--- src/ndrm_pkg.sv ---
// ----------------------------------------------------------------------------
// ndrm_pkg
// shared types and constants of the descriptor ring manager
// ----------------------------------------------------------------------------
package ndrm_pkg;

  localparam int unsigned IDX_W       = 6;
  localparam int unsigned CFG_IDX_W   = 8;
  localparam int unsigned CFG_DATA_W  = 64;
  localparam int unsigned ADDR_W      = 64;
  localparam int unsigned CNT_W       = 32;
  localparam int unsigned WORD_W      = 32;
  localparam int unsigned TX_LEN_W    = 16;
  localparam int unsigned RX_LEN_W    = 14;

  localparam int unsigned OWN_POS     = 31;
  localparam int unsigned EOR_POS     = 30;
  localparam int unsigned FS_POS      = 29;
  localparam int unsigned LS_POS      = 28;

  localparam logic [TX_LEN_W-1:0] MAX_TX_LEN   = 16'd1518;
  localparam logic [RX_LEN_W-1:0] MAX_RX_RESET = 14'd1518;
  localparam logic [RX_LEN_W-1:0] CRC_BYTES    = 14'd4;
  localparam int unsigned         LEN_MAX      = 16383;

  typedef enum logic [CFG_IDX_W-1:0] {
    CFG_ENABLED  = 8'd0,
    CFG_MAX_RX   = 8'd1,
    CFG_TX_BASE  = 8'd2,
    CFG_RX_BASE  = 8'd3
  } cfg_idx_e;

  typedef enum logic {
    FUNC_SEND = 1'b0,
    FUNC_RECV = 1'b1
  } func_e;

endpackage

--- src/nic_descriptor_ring_manager_core.sv ---
// ----------------------------------------------------------------------------
// nic_descriptor_ring_manager_core
// transmit and receive descriptor ring bookkeeping, one result word per input
// ----------------------------------------------------------------------------
// result: registered, valid in the cycle after an input is accepted
// throughput: one word per cycle while the output is not stalled, set by the single result register
// input stalls only while the result register is full and stalled
// reset: slots, offsets and counters clear, block disabled, rx limit 1518
// ----------------------------------------------------------------------------
module nic_descriptor_ring_manager_core
  import ndrm_pkg::*;
#(
  parameter int unsigned RING_SLOTS = 64,
  parameter int unsigned SLOT_BYTES = 2048
) (
  input  logic                  clk_i,
  input  logic                  rst_ni,
  input  logic                  cfg_we_i,
  input  logic [CFG_IDX_W-1:0]  cfg_index_i,
  input  logic [CFG_DATA_W-1:0] cfg_data_i,
  input  logic                  in_valid_i,
  output logic                  in_stall_o,
  input  logic                  func_i,
  input  logic [TX_LEN_W-1:0]   tx_length_i,
  input  logic [WORD_W-1:0]     descriptor_status_i,
  output logic                  out_valid_o,
  input  logic                  out_stall_i,
  output logic                  accepted_o,
  output logic [IDX_W-1:0]      ring_index_o,
  output logic                  descriptor_write_enable_o,
  output logic [WORD_W-1:0]     descriptor_word_o,
  output logic [ADDR_W-1:0]     buffer_address_o,
  output logic                  doorbell_o,
  output logic [RX_LEN_W-1:0]   rx_length_o,
  output logic [CNT_W-1:0]      sent_count_o,
  output logic [CNT_W-1:0]      received_count_o,
  output logic [CNT_W-1:0]      tx_drop_count_o,
  output logic [CNT_W-1:0]      rx_drop_count_o
);

  localparam int unsigned SLOT_W     = $clog2(RING_SLOTS);
  localparam int unsigned OFF_W      = $clog2(RING_SLOTS * SLOT_BYTES);
  localparam int unsigned REARM_SIZE = (SLOT_BYTES > LEN_MAX) ? LEN_MAX : SLOT_BYTES;

  // configuration
  logic                enabled_q;
  logic [RX_LEN_W-1:0] max_rx_q;
  logic [ADDR_W-1:0]   tx_base_q, rx_base_q;

  always_ff @(posedge clk_i or negedge rst_ni) begin
    if (!rst_ni) begin
      enabled_q <= 1'b0;
      max_rx_q  <= MAX_RX_RESET;
      tx_base_q <= '0;
      rx_base_q <= '0;
    end else if (cfg_we_i) begin
      case (cfg_index_i)
        CFG_ENABLED: enabled_q <= cfg_data_i[0];
        CFG_MAX_RX:  max_rx_q  <= cfg_data_i[RX_LEN_W-1:0];
        CFG_TX_BASE: tx_base_q <= cfg_data_i;
        CFG_RX_BASE: rx_base_q <= cfg_data_i;
        default: ;
      endcase
    end
  end

  // rings
  logic              in_acc;
  logic              is_send, is_recv;
  logic              tx_ok, rx_ok, tx_adv, rx_adv;
  logic [SLOT_W-1:0] tx_slot, rx_slot;
  logic [OFF_W-1:0]  tx_off, rx_off;
  logic              tx_last, rx_last;

  ndrm_slot_ring #(
    .RING_SLOTS (RING_SLOTS),
    .SLOT_BYTES (SLOT_BYTES),
    .SLOT_W     (SLOT_W),
    .OFF_W      (OFF_W)
  ) u_tx_ring (
    .clk_i     (clk_i),
    .rst_ni    (rst_ni),
    .advance_i (tx_adv),
    .slot_o    (tx_slot),
    .offset_o  (tx_off),
    .last_o    (tx_last)
  );

  ndrm_slot_ring #(
    .RING_SLOTS (RING_SLOTS),
    .SLOT_BYTES (SLOT_BYTES),
    .SLOT_W     (SLOT_W),
    .OFF_W      (OFF_W)
  ) u_rx_ring (
    .clk_i     (clk_i),
    .rst_ni    (rst_ni),
    .advance_i (rx_adv),
    .slot_o    (rx_slot),
    .offset_o  (rx_off),
    .last_o    (rx_last)
  );

  // counters
  logic [CNT_W-1:0] tx_frames_q, rx_frames_q, tx_refused_q, rx_refused_q;
  logic [CNT_W-1:0] tx_frames_d, rx_frames_d, tx_refused_d, rx_refused_d;

  // result register
  logic                out_valid_q, out_valid_d;
  logic                acc_q, acc_d;
  logic [IDX_W-1:0]    idx_q, idx_d;
  logic                we_q, we_d;
  logic [WORD_W-1:0]   word_q, word_d;
  logic [ADDR_W-1:0]   addr_q, addr_d;
  logic                bell_q, bell_d;
  logic [RX_LEN_W-1:0] rxlen_q, rxlen_d;

  logic [RX_LEN_W-1:0] n_raw, n_strip, n_len;
  logic [31:0]         tx_slot_ext, rx_slot_ext;

  assign in_stall_o = out_valid_q && out_stall_i;
  assign in_acc     = in_valid_i && !in_stall_o;
  assign is_send    = (func_i == FUNC_SEND);
  assign is_recv    = (func_i == FUNC_RECV);

  assign tx_ok = enabled_q && (tx_length_i != '0) && (tx_length_i <= MAX_TX_LEN)
                 && !descriptor_status_i[OWN_POS];
  assign rx_ok = enabled_q && !descriptor_status_i[OWN_POS];

  assign tx_adv = in_acc && is_send && tx_ok;
  assign rx_adv = in_acc && is_recv && rx_ok;

  // crc strip and frame limit
  assign n_raw   = descriptor_status_i[RX_LEN_W-1:0];
  assign n_strip = (n_raw >= CRC_BYTES) ? (n_raw - CRC_BYTES) : n_raw;
  assign n_len   = (n_strip > max_rx_q) ? '0 : n_strip;

  assign tx_slot_ext = 32'(tx_slot);
  assign rx_slot_ext = 32'(rx_slot);

  always_comb begin
    tx_frames_d  = tx_frames_q;
    rx_frames_d  = rx_frames_q;
    tx_refused_d = tx_refused_q;
    rx_refused_d = rx_refused_q;
    acc_d   = 1'b0;
    we_d    = 1'b0;
    word_d  = '0;
    addr_d  = '0;
    bell_d  = 1'b0;
    rxlen_d = '0;
    if (is_send) begin
      idx_d = tx_slot_ext[IDX_W-1:0];
      if (tx_ok) begin
        acc_d  = 1'b1;
        we_d   = 1'b1;
        bell_d = 1'b1;
        word_d = WORD_W'(tx_length_i);
        word_d[OWN_POS] = 1'b1;
        word_d[FS_POS]  = 1'b1;
        word_d[LS_POS]  = 1'b1;
        word_d[EOR_POS] = tx_last;
        addr_d = tx_base_q + ADDR_W'(tx_off);
        tx_frames_d = tx_frames_q + CNT_W'(1);
      end else begin
        tx_refused_d = tx_refused_q + CNT_W'(1);
      end
    end else begin
      idx_d = rx_slot_ext[IDX_W-1:0];
      if (rx_ok) begin
        we_d    = 1'b1;
        rxlen_d = n_len;
        word_d  = WORD_W'(REARM_SIZE);
        word_d[OWN_POS] = 1'b1;
        word_d[EOR_POS] = rx_last;
        addr_d = rx_base_q + ADDR_W'(rx_off);
        if (n_len != '0) begin
          acc_d       = 1'b1;
          rx_frames_d = rx_frames_q + CNT_W'(1);
        end else begin
          rx_refused_d = rx_refused_q + CNT_W'(1);
        end
      end
    end
  end

  always_comb begin
    if (in_acc) begin
      out_valid_d = 1'b1;
    end else if (out_stall_i) begin
      out_valid_d = out_valid_q;
    end else begin
      out_valid_d = 1'b0;
    end
  end

  always_ff @(posedge clk_i or negedge rst_ni) begin
    if (!rst_ni) begin
      out_valid_q  <= 1'b0;
      tx_frames_q  <= '0;
      rx_frames_q  <= '0;
      tx_refused_q <= '0;
      rx_refused_q <= '0;
    end else begin
      out_valid_q <= out_valid_d;
      if (in_acc) begin
        tx_frames_q  <= tx_frames_d;
        rx_frames_q  <= rx_frames_d;
        tx_refused_q <= tx_refused_d;
        rx_refused_q <= rx_refused_d;
      end
    end
  end

  always_ff @(posedge clk_i) begin
    if (in_acc) begin
      acc_q   <= acc_d;
      idx_q   <= idx_d;
      we_q    <= we_d;
      word_q  <= word_d;
      addr_q  <= addr_d;
      bell_q  <= bell_d;
      rxlen_q <= rxlen_d;
    end
  end

  assign out_valid_o               = out_valid_q;
  assign accepted_o                = acc_q;
  assign ring_index_o              = idx_q;
  assign descriptor_write_enable_o = we_q;
  assign descriptor_word_o         = word_q;
  assign buffer_address_o          = addr_q;
  assign doorbell_o                = bell_q;
  assign rx_length_o               = rxlen_q;
  assign sent_count_o              = tx_frames_q;
  assign received_count_o          = rx_frames_q;
  assign tx_drop_count_o           = tx_refused_q;
  assign rx_drop_count_o           = rx_refused_q;

  // checks
  a_bell_implies_write: assert property (@(posedge clk_i) disable iff (!rst_ni)
    out_valid_q && bell_q |-> acc_q && we_q)
    else $error("doorbell without queued descriptor write");

  a_no_write_zero: assert property (@(posedge clk_i) disable iff (!rst_ni)
    out_valid_q && !we_q |-> word_q == '0 && addr_q == '0)
    else $error("descriptor word or address set without write enable");

  a_rxlen_implies_acc: assert property (@(posedge clk_i) disable iff (!rst_ni)
    out_valid_q && rxlen_q != '0 |-> acc_q && we_q)
    else $error("received length reported without accepted frame");

  a_tx_count_step: assert property (@(posedge clk_i) disable iff (!rst_ni)
    tx_adv |=> tx_frames_q == $past(tx_frames_q) + CNT_W'(1))
    else $error("sent count did not advance with transmit slot");

endmodule

--- src/ndrm_slot_ring.sv ---
// ----------------------------------------------------------------------------
// ndrm_slot_ring
// slot pointer of one descriptor ring with its running buffer offset
// ----------------------------------------------------------------------------
module ndrm_slot_ring #(
  parameter int unsigned RING_SLOTS = 64,
  parameter int unsigned SLOT_BYTES = 2048,
  parameter int unsigned SLOT_W     = $clog2(RING_SLOTS),
  parameter int unsigned OFF_W      = $clog2(RING_SLOTS * SLOT_BYTES)
) (
  input  logic              clk_i,
  input  logic              rst_ni,
  input  logic              advance_i,
  output logic [SLOT_W-1:0] slot_o,
  output logic [OFF_W-1:0]  offset_o,
  output logic              last_o
);

  localparam logic [SLOT_W-1:0] LAST_SLOT = SLOT_W'(RING_SLOTS - 1);
  localparam logic [OFF_W-1:0]  STEP      = OFF_W'(SLOT_BYTES);

  logic [SLOT_W-1:0] slot_q, slot_d;
  logic [OFF_W-1:0]  off_q, off_d;

  assign last_o = (slot_q == LAST_SLOT);

  always_comb begin
    slot_d = slot_q;
    off_d  = off_q;
    if (advance_i) begin
      if (last_o) begin
        slot_d = '0;
        off_d  = '0;
      end else begin
        slot_d = slot_q + SLOT_W'(1);
        off_d  = off_q + STEP;
      end
    end
  end

  always_ff @(posedge clk_i or negedge rst_ni) begin
    if (!rst_ni) begin
      slot_q <= '0;
      off_q  <= '0;
    end else begin
      slot_q <= slot_d;
      off_q  <= off_d;
    end
  end

  assign slot_o   = slot_q;
  assign offset_o = off_q;

endmodule
--- config.mk ---
export PLATFORM = sky130hd
export DESIGN_NAME = nic_descriptor_ring_manager_core
export DESIGN_NICKNAME = d
export VERILOG_FILES = /design/src/ndrm_pkg.sv /design/src/nic_descriptor_ring_manager_core.sv /design/src/ndrm_slot_ring.sv
export SDC_FILE = /design/constraint.sdc
export NUM_CORES = 1
export LEC_CHECK = 0
export BUFFER_PORTS_ARGS = -buffer_cell sky130_fd_sc_hd__buf_2
export CAP_MARGIN = 10
export CORE_ASPECT_RATIO = 1.2
export CORE_MARGIN = 5
export CORE_UTILIZATION = 61
export DETAILED_ROUTE_END_ITERATION = 10
export GPL_ROUTABILITY_DRIVEN = 0
export PLACE_DENSITY = 0.93
export SETUP_SLACK_MARGIN = 0.1
export SLEW_MARGIN = 0
export SYNTH_ARGS = -nofsm -noshare
export SYNTH_HDL_FRONTEND = slang
export SYNTH_HIERARCHICAL = 1
export SYNTH_SLANG_ARGS = --single-unit
--- constraint.sdc ---
create_clock -name clk_i -period 9.9 [get_ports clk_i]
set_input_delay 1.98 -clock clk_i [delete_from_list [all_inputs] [get_ports clk_i]]
set_output_delay 1.98 -clock clk_i [all_outputs]
set_load 0.05 [all_outputs]
==> results of run 1 <==
-- kinds of logic (layout without fill, tap and decap cells) --
| kind of cell | after synthesis | in the layout |
|---|---|---|
| AO/OA/AOI/OAI | 252 | 252 |
| buffers and inverters | 167 | 497 |
| flip-flops | 400 | 400 |
| AND/OR/NAND/NOR | 551 | 551 |
| adder cells (fa/ha/maj) | 60 | 60 |
| XOR/XNOR | 254 | 254 |
| multiplexers | 168 | 168 |
| other | 3 | 39 |
-- area by class of cell --
type	instances	area [um2]	share of cell area
antenna	1	2.502	0.0001030
clock buffer	66	1266	0.05212
clock inverter	13	118.9	0.004893
inverter	61	229.0	0.009425
multi-input combinational	1323	9728	0.4004
sequential	400	10540	0.4338
tap	456	570.5	0.02348
timing repair buffer	357	1839	0.07571
-- metrics by stage --
step                      std cells  setup WS (ps)    util  instance area (um2)  hold WS (ps)
final                          2677           3969  0.7150                24290         470.6
after global routing           2677           3680  0.7150                24290         486.2
after CTS                      2676           4090  0.7149                24290         472.8
after detailed placement       2597           3526  0.6741                22910         453.1
after global placement         2597           3858  0.6741                22910         452.1
after floorplan                1890           3332       -                21050         461.6
-- power groups by stage --
stage	combinational [W]	clock, W	sequential [W]
3_5_place_dp	0.000399	0	0.00184
6_report	0.000406	0.00160	0.00182
4_1_cts	0.000403	0.00162	0.00181
5_1_grt	0.000437	0.00169	0.00182
3_3_place_gp	0.000383	0	0.00184
2_1_floorplan	0.000171	0	0.00194
-- Yosys cell counts, drive strengths merged (3+ instances only) --
cell type and instances:
dfrtp 288, mux2 155, xnor2 153, nand2 115, edfxtp 104, xor2 101
nor2 82, nand3 73, clkbuf 61, inv 61, o22ai 60, ha 58
and3 55, nand4 52, buf 45, a21oi 39, nor3 37, o21ai 36
and2 33, nor4 22, nand2b 20, o2111ai 17, a211oi 16, a21o 15
mux2i 13, o211ai 13, and4 12, a2111oi 10, nor2b 10, nor3b 9
dfstp 8, or3 8, o21bai 7, or2 7, a22o 6, or4 6
o21a 4, conb 3, nand3b 3, nor4b 3, o2111a 3, o311ai 3
o31ai 3
-- how the worst max path moves through the flow --
| stage | startpoint | endpoint | slack, ps | cells after the start |
|---|---|---|---|---|
| after global placement | descriptor_status_i[2] | received_count_o[28] | 3860 | 15 |
| after floorplan | out_stall_i | sent_count_o[31] | 3330 | 9 |
| final | descriptor_status_i[2] | received_count_o[28] | 3970 | 16 |
| after detailed placement | descriptor_status_i[2] | received_count_o[28] | 3530 | 16 |
| after CTS | descriptor_status_i[2] | received_count_o[28] | 4090 | 16 |
| after global routing | descriptor_status_i[2] | received_count_o[26] | 3680 | 16 |
-- per-layer routing --
layer / track usage / share of wire / vias up / wire (um)
met5: 0 / 0.00095 / - / 53
met4: 0.1223 / 0.046 / 8 / 2554
met3: 0.08181 / 0.10 / 240 / 5640
met2: 0.4982 / 0.50 / 902 / 27940
met1: 0.3390 / 0.35 / 8068 / 19720
li1: - / - / 7288 / -
-- sequential cells by signal, indices dropped and copies added (netlist names), 14 cells and up --
signal / cells
received_count_o: 32
descriptor_word_o: 19
tx_drop_count_o: 32
rx_length_o: 14
buffer_address_o: 64
tx_base_q: 64
rx_drop_count_o: 32
rx_base_q: 64
max_rx_q: 14
sent_count_o: 32
==> results.sh, run 1 <==
export IMPL_synthCells=1855
export IMPL_dp_hpwl_mm=38.61
export IMPL_synth_top_family_by_area="simple AND/OR/NAND/NOR gates"
export IMPL_hold_path_class="reg -> reg"
export IMPL_die_w_um=179.0
export IMPL_clock_path_buffers=3
export IMPL_fin_skew_ps=27.79
export IMPL_first_iter_violations=1712
export IMPL_synthAdderAreaFrac=0.03661
export IMPL_crit_slowest_cell="o2111a_1"
export IMPL_rr_endpoint="rx_drop_count_o[31]"
export IMPL_worst_setup_path_end_kind="flip-flop"
export IMPL_cts_tree="done"
export IMPL_layout_commonest_cell="buf_2"
export IMPL_pwr_share_comb=0.106
export IMPL_first_pass_iters=7
export IMPL_yosysTopAreaCell="dfrtp_1"
export IMPL_crit_chain="buf_2 -> inv_1 -> ha_1 -> nor3b_1 -> nand4_2 -> nand3b_1 -> xor2_1 -> inv_1 -> ha_1 -> nand4_1 -> nor2_1 -> o31ai_1 -> a22o_1 -> o2111a_1 -> nand4_1 -> xnor2_1"
export IMPL_yosysUniqueCellTypes=70
export IMPL_synthXorXnorAreaFrac=0.1064
export IMPL_switching_share=0.2622
export IMPL_netSwitchingPower_w=0.001001
export IMPL_grt_setup_unrepaired="false"
export IMPL_hold_end="received_count_o[31]"
export IMPL_die_h_um=212.8
export IMPL_yosysWarnings=6
export IMPL_worstPathMaxFanout=17
export IMPL_layout_common_cells="buf_2 (344), dfrtp_1 (288), mux2_2 (155)"
export IMPL_synth_top_area_share=0.3446
export IMPL_final_antenna_net_count=0
export IMPL_async_flop_share=0.7400
export IMPL_layout_drive_gt1_share=0.2739
export IMPL_max_freq_mhz=168.6
export IMPL_cts_resized=0
export IMPL_wl_per_cell_um=20.88
export IMPL_ir_drop_mv=0.1571
export IMPL_worst_pin_slew_ps=1120
export IMPL_ys_flop_type="dfrtp_1"
export IMPL_area_growth_pct=16.16
export IMPL_slew_headroom=0.2536
export IMPL_grt_max_degree=178
export IMPL_fin_crit_ps=5931
export IMPL_hold_viol=0
export IMPL_nNetsFinal=2372
export IMPL_max_cap_viol_count=0
export IMPL_critPathRequiredTime_ps=10330
export IMPL_antenna_found_initial=5
export IMPL_cts_sinks=400
export IMPL_r2r_start="enabled_q"
export IMPL_track_usage=0.2892
export IMPL_ys_ff_latch=400
export IMPL_htree_levels=2
export IMPL_seq_area_frac_synth=0.5039
export IMPL_cts_buffers=43
export IMPL_synth_compound_area_frac=0.08268
export IMPL_crit_type="in -> reg"
export IMPL_slew_violations=0
export IMPL_p_total_w=0.003817
export IMPL_synth_mux_area_fraction=0.08967
export IMPL_p_leak_nw=11.34
export IMPL_grt_pass1_vias=17011
export IMPL_ios=375
export IMPL_max_stage_delay_ps=650
export IMPL_initial_core_util=0.6155
export IMPL_synth_simple_gate_area_frac=0.1423
export IMPL_dieArea_mm2=0.03811
export IMPL_setup_viol=0
export IMPL_clkTransAtPathRegs_ps=60
export IMPL_status="completed"
export IMPL_clockPowerShare=0.418
export IMPL_hp_start="received_count_o[31]"
export IMPL_r2r_slack_ps=5820
export IMPL_syn_area_mm2=0.02092
export IMPL_setup_tns_ps=0
export IMPL_synth_area_leaders="dfrtp_1 (34%), edfxtp_1 (15%), mux2_2 (8.3%)"
export IMPL_p_int_w=0.002816
export IMPL_cp_start_kind="input port"
export IMPL_period_share=0.5991
export IMPL_min_path_cells=1
export IMPL_num_vias=16506
export IMPL_grt_pass1_wl_mm=88.75
export IMPL_critPathBufInv=3
export IMPL_post_cts_setup_buffers=0
export IMPL_synth_edf_count=104
export IMPL_reg2regPathDepth=11
export IMPL_n_fill_cell=2254
export IMPL_num_rows=74
export IMPL_worst_skew_pair_late_latency_ps=560
export IMPL_ctsHoldBuffers=0
export IMPL_routed_wl_mm=55.91
export IMPL_drc=0
export IMPL_pwr_share_seq=0.476
export IMPL_port_buffers=345
export IMPL_path_delay_family="compound AO/OA/AOI/OAI gates"
export IMPL_viasPerCell=6.166
export IMPL_cts_root_buf="clkbuf_16"
export IMPL_synth_avg_cell_area_um2=11.27
export IMPL_power_density_mw_per_mm2=157.1
export IMPL_worst_ep_arrival_time_ps=6360
export IMPL_grt_ovfl_total=0
export IMPL_coreArea_mm2=0.03398
No activity file was read; power rests on OpenSTA's default activity.
==> run 2, diff against run 1 <==
- CORE_UTILIZATION: 61 -> 57
- PLACE_DENSITY: 0.93 -> 0.88
- clock period: 9.9 -> 5.9 ns (I/O delays scaled with it)
==> results.sh, run 2 (synthesized netlist as in run 1, its figures left out) <==
export IMPL_status="completed"
export IMPL_layout_drive_gt1_share=0.2781
export IMPL_worstPathMaxFanout=17
export IMPL_grt_pass1_vias=16633
export IMPL_die_w_um=184.9
export IMPL_clock_path_buffers=3
export IMPL_hold_path_class="reg -> reg"
export IMPL_grt_busiest_layer="met2"
export IMPL_track_usage=0.2610
export IMPL_layout_common_cells="buf_2 (344), dfrtp_1 (288), mux2_2 (155)"
export IMPL_grt_pass1_wl_mm=85.78
export IMPL_critPathRequiredTime_ps=6360
export IMPL_cts_resized=0
export IMPL_wl_per_cell_um=20.13
export IMPL_n_fill_cell=2577
export IMPL_htree_levels=2
export IMPL_globalRouteMet2Util=0.4446
export IMPL_grt_max_degree=129
export IMPL_ir_drop_mv=0.2486
export IMPL_max_cap_viol_count=0
export IMPL_first_pass_iters=7
export IMPL_globalRouteMet1Util=0.3181
export IMPL_cts_root_buf="clkbuf_16"
export IMPL_coreArea_mm2=0.03613
export IMPL_cts_sinks=400
export IMPL_worst_pin_slew_ps=1176
export IMPL_cts_tree="done"
export IMPL_crit_type="in -> reg"
export IMPL_viasPerCell=6.049
export IMPL_die_h_um=219.8
export IMPL_grt_setup_unrepaired="false"
export IMPL_ios=375
export IMPL_first_iter_violations=1218
export IMPL_ctsHoldBuffers=0
export IMPL_fin_skew_ps=12.17
export IMPL_worst_setup_path_end_kind="flip-flop"
export IMPL_port_buffers=345
export IMPL_p_leak_nw=11.40
export IMPL_p_int_w=0.004830
export IMPL_slew_headroom=0.2158
export IMPL_routed_wl_mm=54.18
export IMPL_multi_input_area_mm2=0.009728
export IMPL_dieArea_mm2=0.04064
export IMPL_num_vias=16279
export IMPL_period_share=0.8088
export IMPL_fin_crit_ps=4772
export IMPL_switching_share=0.2546
export IMPL_seq_area_mm2=0.01054
export IMPL_layout_commonest_cell="buf_2"
export IMPL_cp_start_kind="input port"
export IMPL_globalRouteMet3Util=0.07033
export IMPL_num_rows=76
export IMPL_worst_skew_pair_late_latency_ps=540
export IMPL_antenna_found_initial=5
export IMPL_post_cts_setup_buffers=0
export IMPL_initial_core_util=0.5788
export IMPL_pwr_share_comb=0.104
export IMPL_area_growth_pct=16.73
export IMPL_final_antenna_net_count=0
export IMPL_cts_buffers=42
export IMPL_setup_tns_ps=0
export IMPL_final_util=0.6756
export IMPL_worst_ep_arrival_time_ps=5230
export IMPL_hold_viol=0
export IMPL_drc=0
export IMPL_clockPowerShare=0.426
export IMPL_netSwitchingPower_w=0.001649
export IMPL_pwr_share_seq=0.470
export IMPL_max_freq_mhz=209.6
export IMPL_grt_ovfl_total=0
export IMPL_dp_hpwl_mm=37.69
export IMPL_slew_violations=0
export IMPL_clkTransAtPathRegs_ps=60
export IMPL_nNetsFinal=2376
export IMPL_setup_viol=0
export IMPL_power_density_mw_per_mm2=265.4
## run 2: layout make-up
| cell class | count | share of cell area |
|---|---|---|
| clock buffer | 67 | 0.05443 |
| multi-input combinational | 1323 | 0.3985 |
| timing repair buffer | 362 | 0.07688 |
| antenna | 1 | 0.0001025 |
| inverter | 61 | 0.009379 |
| tap | 468 | 0.02399 |
| sequential | 400 | 0.4317 |
| clock inverter | 9 | 0.005023 |
## run 2: power by group through the flow
stage | clock network [W] | logic [W] | registers, W
finish | 0.00276 | 0.000677 | 0.00305
global route | 0.00292 | 0.000734 | 0.00306
CTS | 0.00280 | 0.000674 | 0.00304
detailed placement | 0 | 0.000668 | 0.00309
global placement | 0 | 0.000650 | 0.00308
floorplan | 0 | 0.000287 | 0.00326
## run 2: layer usage
metal  vias up  wire length, um
met4         8             2087
li1       7314                -
met1      7851            19780
met2       898            26570
met3       208             5702
met5         -               47
## run 2: path summary, 6_finish.rpt
kind / from / slack (ps) / cells after the start / end
hold reg to reg: tx_drop_count_o[31] / 470 / 1 / tx_drop_count_o[31]
setup reg to reg: rx_base_q[25] / 2500 / 8 / buffer_address_o[61]
hold / removal: tx_drop_count_o[31] / 470 / 1 / tx_drop_count_o[31]
min in group asynchronous: rst_ni / 720 / 1 / rx_base_q[2]
max in group asynchronous: rst_ni / 3840 / 2 / tx_base_q[13]
setup / recovery: descriptor_status_i[2] / 1130 / 17 / rx_drop_count_o[31]
## run 2: per-stage QoR
step | std cells | hold slack (ps) | power, W | setup slack, ps | instance area [um2]
global placement | 2614 | 452.8 | 0.003734 | 842.9 | 22960
CTS | 2690 | 468.5 | 0.006520 | 1239 | 24410
floorplan | 1890 | 461.6 | 0.003548 | 131.9 | 21050
global route | 2691 | 489.0 | 0.006708 | 805.8 | 24410
detailed placement | 2614 | 455.5 | 0.003762 | 670.9 | 22960
finish | 2691 | 470.5 | 0.006479 | 1128 | 24410
## run 2: worst max-delay path: stages
cell      delay (ps)
buf_2            150
inv_1            100
ha_1             310
nor3b_1          420
nand4_2          320
nand3b_1         200
xor2_1           350
inv_1             80
ha_1             300
nand4_1          120
nor2_1           150
o31ai_1           80
a22o_1           220
buf_4            190
o32a_1           530
nor3b_1          340
xor2_1           170
==> run 3, diff against run 2 <==
- clock period: 5.9 -> 4.9 ns (I/O delays scaled with it)
==> results.sh, run 3 (synthesized netlist as in run 1, its figures left out) <==
export IMPL_r2r_start="tx_base_q[28]"
export IMPL_worst_ep_arrival_time_ps=4750
export IMPL_critPathRequiredTime_ps=5350
export IMPL_htree_levels=2
export IMPL_hold_path_class="in -> async"
export IMPL_switching_share=0.2575
export IMPL_worst_pin_slew_ps=1084
export IMPL_layout_common_cells="buf_2 (344), dfrtp_1 (288), mux2_2 (155)"
export IMPL_crit_type="in -> reg"
export IMPL_nNetsFinal=2386
export IMPL_ios=375
export IMPL_p_leak_nw=11.46
export IMPL_slew_violations=0
export IMPL_dp_hpwl_mm=38.21
export IMPL_final_antenna_net_count=0
export IMPL_die_w_um=184.9
export IMPL_ir_drop_mv=0.3377
export IMPL_cp_start_kind="input port"
export IMPL_area_growth_pct=17.23
export IMPL_track_usage=0.2649
export IMPL_slew_headroom=0.2772
export IMPL_fin_skew_ps=24.50
export IMPL_ctsHoldBuffers=0
export IMPL_pwr_share_comb=0.104
export IMPL_max_freq_mhz=232.5
export IMPL_cts_root_buf="clkbuf_16"
export IMPL_fin_crit_ps=4300
export IMPL_wl_per_cell_um=20.33
export IMPL_cts_buffers=43
export IMPL_dieArea_mm2=0.04064
export IMPL_cts_sinks=400
export IMPL_hold_viol=0
export IMPL_netSwitchingPower_w=0.002040
export IMPL_worstPathMaxFanout=9
export IMPL_worst_setup_path_end_kind="flip-flop"
export IMPL_port_buffers=345
export IMPL_clock_path_buffers=3
export IMPL_first_iter_violations=1430
export IMPL_period_share=0.8776
export IMPL_die_h_um=219.8
export IMPL_p_total_w=0.007924
export IMPL_layout_drive_gt1_share=0.2832
export IMPL_reg2regPathDepth=7
export IMPL_viasPerCell=6.033
export IMPL_setup_tns_ps=0
export IMPL_post_cts_setup_buffers=0
export IMPL_grt_max_degree=118
export IMPL_coreArea_mm2=0.03613
export IMPL_grt_pass1_wl_mm=87.01
export IMPL_max_cap_viol_count=0
export IMPL_first_pass_iters=6
export IMPL_clockPowerShare=0.434
export IMPL_cts_tree="done"
export IMPL_rr_endpoint="buffer_address_o[57]"
export IMPL_worst_skew_pair_late_latency_ps=550
export IMPL_p_int_w=0.005884
export IMPL_cts_resized=0
export IMPL_num_vias=16295
export IMPL_clkTransAtPathRegs_ps=60
export IMPL_pwr_share_seq=0.463
export IMPL_power_density_mw_per_mm2=323.2
export IMPL_antenna_found_initial=6
export IMPL_status="completed"
export IMPL_grt_ovfl_total=0
export IMPL_drc=0
export IMPL_setup_viol=0
export IMPL_initial_core_util=0.5788
export IMPL_grt_pass1_vias=16754
export IMPL_r2r_slack_ps=1580
export IMPL_routed_wl_mm=54.91
export IMPL_num_rows=76
export IMPL_grt_setup_unrepaired="false"
export IMPL_layout_commonest_cell="buf_2"
-- run 3: cell type report --
| cell class | instances | area, um2 |
|---|---|---|
| Fill cell | 2557 | 11620 |
| Sequential cell | 400 | 10540 |
| Multi-Input combinational cell | 1323 | 9731 |
| Timing Repair Buffer | 371 | 1944 |
| Clock buffer | 54 | 1179 |
| Tap cell | 468 | 585.6 |
| Clock inverter | 23 | 307.8 |
| Inverter | 61 | 229.0 |
| Antenna cell | 1 | 2.502 |
-- run 3: critical path: stages --
cell,delay (ps)
buf_2,140
nor4_2,600
nand2_1,230
a211oi_1,300
xor2_1,310
ha_1,310
a21o_1,160
a21o_1,180
a221oi_1,300
a22o_1,340
o32a_1,460
buf_4,190
nand2b_1,130
xnor2_1,120
-- run 3: worst max-delay path by stage --
stage,cells past startpoint,from,endpoint,slack (ps)
floorplan,16,descriptor_status_i[2],received_count_o[6],530
global placement,16,descriptor_status_i[3],rx_drop_count_o[13],290
CTS,14,descriptor_status_i[6],rx_drop_count_o[19],660
global route,14,descriptor_status_i[6],rx_drop_count_o[19],320
detailed placement,14,descriptor_status_i[6],rx_drop_count_o[19],100
finish,14,descriptor_status_i[6],rx_drop_count_o[21],600
-- run 3: metal layers --
| layer | routed length, um | part of all wire | track usage | vias up |
|---|---|---|---|---|
| met1 | 20120 | 0.37 | 0.3220 | 7912 |
| li1 | - | - | - | 7305 |
| met5 | 53 | 0.00097 | 0 | - |
| met4 | 2278 | 0.041 | 0.1025 | 8 |
| met3 | 5323 | 0.097 | 0.06571 | 207 |
| met2 | 27140 | 0.49 | 0.4551 | 863 |
-- run 3: stage by stage --
stage / util / hold WS, ps / instance area, um2 / setup slack (ps) / cells
2_1_floorplan: - / 461.6 / 21050 / 527.2 / 1890
3_3_place_gp: 0.6373 / 451.9 / 23030 / 293.6 / 2623
3_5_place_dp: 0.6373 / 451.8 / 23030 / 100.1 / 2623
4_1_cts: 0.6785 / 468.0 / 24520 / 664.4 / 2700
5_1_grt: 0.6785 / 492.6 / 24520 / 322.4 / 2701
6_report: 0.6785 / 440.4 / 24520 / 599.8 / 2701
-- run 3: power by group through the flow --
| stage | Sequential [W] | Combinational, W | Clock, W |
|---|---|---|---|
| after global routing | 0.00368 | 0.000889 | 0.00363 |
| after floorplan | 0.00392 | 0.000346 | 0 |
| after global placement | 0.00371 | 0.000785 | 0 |
| after CTS | 0.00366 | 0.000816 | 0.00349 |
| after detailed placement | 0.00372 | 0.000809 | 0 |
| final | 0.00367 | 0.000820 | 0.00344 |
